## config.mk

```make
export PLATFORM = sky130hd
export DESIGN_NAME = device_state_guard_core
export DESIGN_NICKNAME = d
export VERILOG_FILES = /design/src/rtl/core/dsg_pkg.sv /design/src/rtl/core/dsg_eval.sv /design/src/rtl/core/device_state_guard_core.sv
export SDC_FILE = /design/constraint.sdc
export NUM_CORES = 1
export LEC_CHECK = 0
export ABC_CLOCK_PERIOD_IN_PS = 6300
export BUFFER_PORTS_ARGS = -buffer_cell sky130_fd_sc_hd__buf_2
export CORE_AREA = 2 2 117 119
export CTS_CLUSTER_DIAMETER = 60
export CTS_CLUSTER_SIZE = 30
export DETAILED_ROUTE_END_ITERATION = 6
export DIE_AREA = 0 0 119 121
export PLACE_DENSITY_LB_ADDON = 0.1
export SETUP_SLACK_MARGIN = 0.2
export SKIP_LAST_GASP = 1
export SYNTH_ARGS = -nofsm -noshare
export SYNTH_HDL_FRONTEND = slang
export SYNTH_SLANG_ARGS = --single-unit
```

## constraint.sdc

```tcl
create_clock -name i_clk -period 6.3 [get_ports i_clk]
set_input_delay 0.315 -clock i_clk [delete_from_list [all_inputs] [get_ports i_clk]]
set_output_delay 0.315 -clock i_clk [all_outputs]
set_load 0.01 [all_outputs]
```

## src/rtl/core/dsg_pkg.sv

```systemverilog
// Shared state codes, request codes, decision type and legality helpers.
package dsg_pkg;

    localparam int STATE_W = 4;

    typedef logic [STATE_W-1:0] t_state;
    typedef logic [1:0]         t_req;

    localparam t_state ST_DISCONNECTED   = 4'd0;
    localparam t_state ST_OPENED         = 4'd1;
    localparam t_state ST_IDENTIFIED     = 4'd2;
    localparam t_state ST_IDLE           = 4'd3;
    localparam t_state ST_WARMUP         = 4'd4;
    localparam t_state ST_HOMING         = 4'd5;
    localparam t_state ST_CALIBRATING    = 4'd6;
    localparam t_state ST_SCANNING       = 4'd7;
    localparam t_state ST_CANCELLING     = 4'd8;
    localparam t_state ST_TRANSPORT_LOST = 4'd9;
    localparam t_state ST_FAULTED        = 4'd10;
    localparam t_state ST_ESTOP          = 4'd11;
    localparam t_state NUM_STATES        = 4'd12;

    localparam t_req REQ_MOVE      = 2'd0;
    localparam t_req REQ_TRANSPORT = 2'd1;
    localparam t_req REQ_FAULT     = 2'd2;
    localparam t_req REQ_UNUSED    = 2'd3;

    localparam logic STATUS_OK       = 1'b0;
    localparam logic STATUS_REJECTED = 1'b1;

    typedef struct packed {
        logic   status;
        logic   changed;
        t_state next_state;
    } t_decision;

    // Per-source bitmask of ordinary targets (bit t set: move to t allowed).
    function automatic logic [15:0] move_mask(input t_state from);
        logic [15:0] m;
        unique case (from)
            ST_DISCONNECTED:   m = 16'h0002;
            ST_OPENED:         m = 16'h0005;
            ST_IDENTIFIED:     m = 16'h0009;
            ST_IDLE:           m = 16'h00F5;
            ST_WARMUP,
            ST_HOMING,
            ST_CALIBRATING,
            ST_SCANNING:       m = 16'h01F8;
            ST_CANCELLING:     m = 16'h0008;
            ST_TRANSPORT_LOST: m = 16'h0003;
            ST_FAULTED:        m = 16'h000B;
            ST_ESTOP:          m = 16'h0021;
            default:           m = 16'h0000;
        endcase
        return m;
    endfunction

    function automatic logic in_motion_set(input t_state s);
        return (s == ST_IDLE) || (s == ST_HOMING) || (s == ST_CALIBRATING)
            || (s == ST_SCANNING);
    endfunction

    function automatic logic in_busy_set(input t_state s);
        return (s == ST_WARMUP) || (s == ST_HOMING) || (s == ST_CALIBRATING)
            || (s == ST_SCANNING);
    endfunction

    function automatic logic in_recovery_set(input t_state s);
        return (s == ST_TRANSPORT_LOST) || (s == ST_FAULTED) || (s == ST_ESTOP);
    endfunction

endpackage

```

## src/rtl/core/dsg_eval.sv

```systemverilog
// Legality check and next-state decision for one event.
module dsg_eval (
    input  dsg_pkg::t_state    i_state,
    input  dsg_pkg::t_req      i_req,
    input  dsg_pkg::t_state    i_target,
    output dsg_pkg::t_decision o_dec
);

    logic        legal;
    logic [15:0] mask;

    assign mask = dsg_pkg::move_mask(i_state);

    always_comb begin
        if (i_target >= dsg_pkg::NUM_STATES) begin
            legal = 1'b0;
        end else if (i_target == i_state) begin
            legal = 1'b1;
        end else if (i_target == dsg_pkg::ST_TRANSPORT_LOST ||
                     i_target == dsg_pkg::ST_FAULTED) begin
            legal = 1'b1;
        end else if (i_target == dsg_pkg::ST_ESTOP) begin
            legal = dsg_pkg::in_motion_set(i_state) || i_state == dsg_pkg::ST_WARMUP
                 || i_state == dsg_pkg::ST_CANCELLING;
        end else begin
            legal = mask[i_target];
        end
    end

    always_comb begin
        o_dec.status     = dsg_pkg::STATUS_OK;
        o_dec.next_state = i_state;
        unique case (i_req)
            dsg_pkg::REQ_MOVE: begin
                if (legal) begin
                    o_dec.next_state = i_target;
                end else begin
                    o_dec.status = dsg_pkg::STATUS_REJECTED;
                end
            end
            dsg_pkg::REQ_TRANSPORT: o_dec.next_state = dsg_pkg::ST_TRANSPORT_LOST;
            dsg_pkg::REQ_FAULT:     o_dec.next_state = dsg_pkg::ST_FAULTED;
            dsg_pkg::REQ_UNUSED:    o_dec.status = dsg_pkg::STATUS_REJECTED;
            default:                o_dec.status = dsg_pkg::STATUS_REJECTED;
        endcase
        o_dec.changed = (o_dec.next_state != i_state);
    end

endmodule

```

## src/rtl/core/device_state_guard_core.sv

```systemverilog
// Device lifecycle guard: input register, one-pass legality decision, result register.
// Each transaction passes through the input register, then the result register.
// Throughput: one transaction per cycle while the result channel is not stalled; the
// legality table and counter increment resolve in one combinational pass between the
// two registers.
// The input register also absorbs one transaction while a result is stalled downstream.
// Reset (synchronous, active low): state disconnected, counter zero, both stages empty.
module device_state_guard_core #(
    parameter int COUNT_WIDTH = 32
) (
    input  logic        i_clk,
    input  logic        i_rst_n,
    // input channel
    input  logic        i_valid,
    output logic        o_ready,
    input  logic [1:0]  i_req_type,
    input  logic [3:0]  i_target_state,
    // result channel
    output logic        o_valid,
    input  logic        i_ready,
    output logic        o_status,
    output logic [3:0]  o_current_state,
    output logic [31:0] o_transition_count,
    output logic        o_motion_allowed,
    output logic        o_busy_res,
    output logic        o_recovery_required
);

    // Architectural state
    dsg_pkg::t_state        r_state, n_state;
    logic [COUNT_WIDTH-1:0] r_count, n_count;

    // Input stage: holds one transaction until the result slot can take it
    logic            r_in_valid;
    dsg_pkg::t_req   r_req;
    dsg_pkg::t_state r_target;

    // Result stage
    logic            r_out_valid;
    logic            r_status;
    dsg_pkg::t_state r_out_state;
    logic [31:0]     r_out_count;
    logic            r_motion, r_busy, r_recovery;

    dsg_pkg::t_decision dec;
    logic               advance;
    logic               in_take;
    logic [31:0]        count_view;

    // Decide the event sitting in the input stage against the current state
    dsg_eval u_eval (
        .i_state  (r_state),
        .i_req    (r_req),
        .i_target (r_target),
        .o_dec    (dec)
    );

    // Advance the input stage into the result stage when the result slot
    // is empty or its transaction completes this cycle.
    assign advance = r_in_valid && (!r_out_valid || i_ready);
    assign o_ready = !r_in_valid || advance;
    assign in_take = i_valid && o_ready;

    // Commit the decision to architectural state only on advance
    always_comb begin
        n_state = r_state;
        n_count = r_count;
        if (advance) begin
            n_state = dec.next_state;
            if (dec.changed) begin
                n_count = r_count + COUNT_WIDTH'(1);
            end
        end
    end

    // Report the low 32 bits of the counter, zero-extended when narrower
    generate
        if (COUNT_WIDTH >= 32) begin : g_cnt_wide
            assign count_view = n_count[31:0];
        end else begin : g_cnt_narrow
            assign count_view = {{(32-COUNT_WIDTH){1'b0}}, n_count};
        end
    endgenerate

    always_ff @(posedge i_clk) begin
        if (!i_rst_n) begin
            r_state     <= dsg_pkg::ST_DISCONNECTED;
            r_count     <= '0;
            r_in_valid  <= 1'b0;
            r_out_valid <= 1'b0;
        end else begin
            r_state <= n_state;
            r_count <= n_count;
            // Hold the input stage unless it drains or refills
            if (in_take) begin
                r_in_valid <= 1'b1;
            end else if (advance) begin
                r_in_valid <= 1'b0;
            end
            // Drop the result once taken, refill on advance
            if (advance) begin
                r_out_valid <= 1'b1;
            end else if (i_ready) begin
                r_out_valid <= 1'b0;
            end
        end
    end

    // Payload registers, no reset needed
    always_ff @(posedge i_clk) begin
        if (in_take) begin
            r_req    <= i_req_type;
            r_target <= i_target_state;
        end
        if (advance) begin
            r_status    <= dec.status;
            r_out_state <= dec.next_state;
            r_out_count <= count_view;
            r_motion    <= dsg_pkg::in_motion_set(dec.next_state);
            r_busy      <= dsg_pkg::in_busy_set(dec.next_state);
            r_recovery  <= dsg_pkg::in_recovery_set(dec.next_state);
        end
    end

    assign o_valid             = r_out_valid;
    assign o_status            = r_status;
    assign o_current_state     = r_out_state;
    assign o_transition_count  = r_out_count;
    assign o_motion_allowed    = r_motion;
    assign o_busy_res          = r_busy;
    assign o_recovery_required = r_recovery;

    // The counter moves by one exactly when the state really changes
    a_count_tracks_change: assert property (@(posedge i_clk) disable iff (!i_rst_n)
        1'b1 |=> ((r_state != $past(r_state)) ? (r_count == $past(r_count) + COUNT_WIDTH'(1))
                                               : (r_count == $past(r_count))))
        else $error("counter out of step with state changes");

    // The held state never leaves the twelve defined codes
    a_state_range: assert property (@(posedge i_clk) disable iff (!i_rst_n)
        r_state < dsg_pkg::NUM_STATES)
        else $error("state register holds an undefined code");

    // A rejected result reports an unchanged state
    a_reject_holds: assert property (@(posedge i_clk) disable iff (!i_rst_n)
        advance && dec.status == dsg_pkg::STATUS_REJECTED |=> r_state == $past(r_state))
        else $error("rejected event changed the state");

    // Motion and recovery flags exclude each other on every result
    a_flags_exclusive: assert property (@(posedge i_clk) disable iff (!i_rst_n)
        r_out_valid |-> !(r_motion && r_recovery))
        else $error("motion and recovery flags both set");

endmodule
```

# Word-level counts from Yosys, hierarchy flattened
# Memories as Yosys holds them, arrays and structs flattened. A register that Yosys moved wholly into a read port is not among the register bits.
# Index checks and enable logic that the tools add are counted.
[classes]
n_div = 0
eq_ne = 22
order_cmp = 2
multipliers = 0
add_sub_neg = 1
muxes = 18
bitwise = 0
n_shift = 0
reduce_logical = 23
[op_table]
columns = ["operator", "count"]
rows = [
  ["32-bit 2-to-1 mux", 2],
  ["32-bit by 1-bit adder with 32-bit output, second input constant", 1],
  ["4-bit by 3-bit == test with 1-bit output, second input constant", 8],
  ["4-bit == test, second input constant", 7],
  ["1-bit logical OR", 16],
  ["4-bit 2-to-1 mux", 3],
  ["4-bit one-hot mux with 3 select lines", 1],
  ["1-bit 2-to-1 mux", 10],
  ["4-bit by 2-bit == test with 1-bit output, second input constant", 2],
  ["4-bit by 5-bit < comparator with 1-bit output, second input constant", 1],
  ["1-bit binary-select mux with 4-bit select", 1],
  ["2-bit == test, second input constant", 2],
  ["4-bit == test", 1],
  ["4-bit greater-or-equal comparator, second input constant", 1],
  ["4-bit inequality test", 1],
  ["2-bit nonzero test", 2],
  ["2-bit by 1-bit == test with 1-bit output, second input constant", 1],
  ["1-bit logical AND", 2],
  ["1-bit zero test", 2],
  ["2-bit zero test", 1],
  ["1-bit one-hot mux with 2 select lines", 1],
]
[word_totals]
elab_cells = 79
reg_bits = 84
out_inout_bits = 42
latch_bits = 0
input_bits = 10
mem_count = 1
mem_bits_rw = 0
romBits = 144
[memory_table]
columns = ["name", "words", "word_bits", "read_ports", "rd_ports_with_merged_regs", "write_ports", "line_no", "source"]
rows = [
  ["(no name shown)", 16, 9, 1, 1, 0, "dsg_pkg.sv:40", "unique case (from)"],
]

# Depth between registers and ports, before layout
[depth]
word_depth = 16
ltp_mapped = 13
depth_no_buf = 12

# Cells and area by module
# From an unflattened synthesis, not the netlist that was laid out.
[unflattened]
hier_cells = 409
area_unflattened_um2 = 4365.4
[by_module_without_submodules]
columns = ["module", "area_each_um2", "cells_each", "instances", "seq_area_each_um2"]
rows = [
  ["device_state_guard_core", 3698.5, 311, 1, 2142.1],
  ["dsg_eval", 666.9, 98, 1, 0.0],
]

# Worst setup path after synthesis
# Ideal clock, no wire load.
[synth_path]
path_type = "reg-to-reg"
from = "register r_target[0]"
to = "register, netlist name u_eval.mask[3]"
t_arrival_ns = 2.540
setup_ns = 0.132
stages_incl_launch_ff = 12
setup_slack_ns = 3.628
period_less_slack_ns = 2.672
t_required_ns = 6.168
path_cell_list = "edfxtp_1 buf_4 mux4_2 nor3_2 o31ai_4 a41oi_1 o2bb2ai_1 mux2_2 and2_1 ha_1 nor3_1 a21oi_1"
[synth_lines]
columns = ["element", "line_no", "source"]
rows = [
  ["from (decl)", "device_state_guard_core.sv:36", "dsg_pkg::t_state r_target;"],
  ["from (signal assigned)", "device_state_guard_core.sv:113", "r_target <= i_target_state;"],
]

# Worst setup path in the final report
[layout_path]
from = "register r_target[0]"
to = "register, netlist name u_eval.mask[1]"
[layout_between]
elab_chain_len = 10
[layout_lines]
columns = ["element", "line_no", "source"]
rows = [
  ["1-bit binary-select mux with 4-bit select", "dsg_eval.sv:26", "legal = mask[i_target];"],
  ["1-bit 2-to-1 mux (not written as such)", "dsg_eval.sv:26", ""],
  ["1-bit 2-to-1 mux", "dsg_eval.sv:22", "end else if (i_target == dsg_pkg::ST_ESTOP) begin"],
  ["1-bit 2-to-1 mux", "dsg_eval.sv:19", "end else if (i_target == dsg_pkg::ST_TRANSPORT_LOST ||"],
  ["1-bit 2-to-1 mux", "dsg_eval.sv:17", "end else if (i_target == i_state) begin"],
  ["1-bit 2-to-1 mux", "dsg_eval.sv:15", "if (i_target >= dsg_pkg::NUM_STATES) begin"],
  ["4-bit 2-to-1 mux (*)", "dsg_eval.sv:35", "if (legal) begin"],
  ["4-bit one-hot mux with 3 select lines (*)", "dsg_eval.sv:33", "unique case (i_req)"],
  ["4-bit 2-to-1 mux (no line) (*) (2 in series)", "--", ""],
]
# Every way passes the cells marked *; elsewhere a longest branch is shown, timed or not. The select of a mux whose other input is x is not followed.
# A chain may end at the register's enable or synchronous reset.

==> impl_metrics.yaml <==
run_status:
  status: "completed"
pwr:
  swShare_pct: 24.2
  internal_power_w: 0.000985
  seqPwrFrac_pct: 50.4
  p_switching_w: 0.000314
  power_frac_clock_pct: 40.5
  p_per_area_nw_per_um2: 253
  peakVddDrop_v: 0.0000950
  power.leakage_nw: 1.89
  comb_power_share_pct: 9.1
timing:
  fmax_mhz: 317
  period_share_pct: 50.1
  slew_violations: 0
  finClkSkew_ns: 0.00557
  min_period_ns: 3.16
  finalSetupTns_ns: 0
  worstMarginPinSlew_ns: 1.10
  hold_viol: 0
  grt_setup_unrepaired: "no"
  max-slew-margin-rel_pct: 26.1
  fin_ws_ns: 3.14
  finalSetupViolations: 0
routing:
  drt-initial-drc-count: 234
  wl_um: 9690
  drc_errors: 0
  vias_per_cell: 4.94
  drtAntennaViolNets: 0
  dr.pass1.iters: 5
  wl_per_cell_um: 15.9
  vias: 3006
yosys:
  ys_warn_count: 0
  synthCells: 384
  ys_seq_elements: 91
  seq_area_frac_synth_pct: 51.1
  async_reset_ff_share_pct: 0
  synth_cell_types: 62
  synthesis.nets: 402
  synth_flop_cell: "edfxtp_1"
  avgSynthCellArea_um2: 11.6
  synth_edf_count: 46
  netlist_area_um2: 4470
placement:
  place_ws_ns: 3.14
  routabilityCongestion: 0.802
  portBuffers: 51
  dpl.hpwl_um: 6610
clock_network:
  cts_setup_buffers: 0
  postCtsHoldBufs: 0
  path_clk_slew_ns: 0.06
  numCtsBuffers: 9
  cts_resized: 0
  clk_latency_ns: 0.34
  htreeDepth: 3
  cts_buffer_depth: 2
  cts_tree: "yes"
  cts-root-buf: "clkbuf_16"
  cts_sinks: 91
layout:
  syn2layout_area_growth_pct: 15.0
  fin_nets: 445
  drive_gt1_share_pct: 20.6
  antenna_cells: 0
floorplan:
  dieHeight_um: 121
  fp.coreArea_um2: 13100
  fp.dieArea_um2: 14400
  dieWidth_um: 119
  rows: 42
  initial_core_util_pct: 34.2
  io_pins: 52
critical_path:
  crit_path_max_incr_delay_ns: 0.61
  crit_slowest_cell: "edfxtp_1"
  crit_buf_inv: 0
  crit_family: "compound AO/OA/AOI/OAI gates"
  cp.arrival_ns: 3.39
  worst-path-max-fanout: 9
  start_kind: "flip-flop"
  critical_path_required_ns: 6.53
  path_common_cell: "nor2_1"
  worstSetupPathType: "reg -> reg"
  cp-end-kind: "flip-flop"
  path_cells: "mux4_2 > nor3_2 > o31ai_4 > a41oi_1 > nor2_1 > o21ai_0 > ha_1 > mux2i_1 > nor2_1"
grt:
  grt_pass1_vias: 2796
  grt_antenna_before_repair: 0
  grt_max_degree: 45
  grt_use_total_pct: 14.3
  overflow: 0
  grt_pass1_wl_um: 15700
flow_run:
  drv_cap: 0
worst_hold_path:
  min_path_type: "in -> reg"
[cell usage after synthesis (all sizes together), types with 4 or more instances]
| master | n | area share, % |
|---|---|---|
| a2111oi | 12 | 6.6 |
| a211oi | 6 | 1.0 |
| a21oi | 15 | 1.8 |
| and2 | 33 | 4.6 |
| and4 | 6 | 1.2 |
| buf | 10 | 1.5 |
| clkbuf | 12 | 1.0 |
| dfxtp | 45 | 20 |
| edfxtp | 46 | 31 |
| ha | 8 | 2.2 |
| inv | 17 | 1.4 |
| mux2i | 5 | 1.1 |
| nand2 | 20 | 1.7 |
| nand2b | 13 | 2.0 |
| nand3 | 10 | 1.1 |
| nand4 | 5 | 0.70 |
| nor2 | 11 | 0.92 |
| nor2b | 7 | 0.98 |
| nor3 | 5 | 0.67 |
| nor4 | 4 | 0.56 |
| o21a | 4 | 0.67 |
| o21ai | 11 | 1.5 |
| or4 | 4 | 0.67 |
| xnor2 | 16 | 3.1 |
| xor2 | 19 | 3.7 |
[registers in the layout, summed over array words and instances, names as in the netlist]
name / count
o_valid: 1
o_status: 1
o_motion_allowed: 1
r_req: 2
r_count: 32
r_in_valid: 1
o_recovery_required: 1
o_busy_res: 1
r_state: 4
u_eval.mask: 7
o_transition_count: 32
r_target: 4
o_current_state: 4
[cell families (layout without fill, tap and decap cells)]
group | Yosys count | in the layout | share of synthesized area, %
simple gates | 134 | 134 | 17.9
flops | 91 | 91 | 51.1
compound gates | 69 | 69 | 15.9
buf+inv | 39 | 87 | 3.98
xor+xnor | 35 | 35 | 6.86
fa+ha+maj | 8 | 8 | 2.24
mux | 8 | 8 | 2.13
[per-stage QoR]
stage | hold slack, ns | util (%) | instances | area (um^2) | power, W
2_1_floorplan | 0.414 | - | 384 | 4470 | 0.000749
4_1_cts | 0.124 | 39.3 | 608 | 5140 | 0.00132
3_3_place_gp | 0.492 | 37.1 | 592 | 4850 | 0.000787
3_5_place_dp | 0.493 | 37.1 | 592 | 4850 | 0.000787
5_1_grt | 0.125 | 39.3 | 608 | 5140 | 0.00136
6_report | 0.141 | 39.3 | 608 | 5140 | 0.00130
[cell type report]
type	instances	area, um^2
Clock inverter	6	56.3
Fill cell	1292	7950
Tap cell	176	220
Timing Repair Buffer	54	278
Inverter	17	63.8
Multi-Input combinational cell	254	2010
Sequential cell	91	2280
Clock buffer	10	229
[placed cells by master, fill, tap and decap left out, types with 8 or more instances in the layout]
master,n
xor2_1,19
dfxtp_1,45
inv_1,17
and2_1,33
xnor2_1,16
ha_1,8
buf_2,51
a21oi_1,13
nand2_1,20
o21ai_0,10
edfxtp_1,46
clkbuf_16,9
nand3_1,10
a2111oi_4,9
nand2b_1,12
nor2_1,11
[power by group through the flow]
| stage | Sequential [W] | Clock [W] | Combinational (W) |
|---|---|---|---|
| floorplan | 0.000670 | 0 | 0.0000798 |
| global placement | 0.000669 | 0 | 0.000118 |
| detailed placement | 0.000668 | 0 | 0.000119 |
| CTS | 0.000656 | 0.000544 | 0.000120 |
| global route | 0.000658 | 0.000569 | 0.000128 |
| finish | 0.000655 | 0.000526 | 0.000118 |
[layer usage]
metal	up-vias	part of all wire (%)	GRT usage (%)
li1	1484	-	-
met5	-	0	0
met4	0	1.9	7.29
met3	10	5.4	3.15
met2	85	41	19.5
met1	1427	52	21.0
[final timing paths]
kind | slack (ns) | startpoint | to | cells after the start
worst min-delay path | 0.14 | i_req_type[0] | r_req[0] | 1
worst min register to register | 0.51 | r_count[30] | r_count[30] | 2
worst max register to register | 3.14 | r_target[0] | u_eval.mask[1] | 9
worst max-delay path | 3.14 | r_target[0] | u_eval.mask[1] | 9
Note: power is estimated with default switching activity, not from simulation.
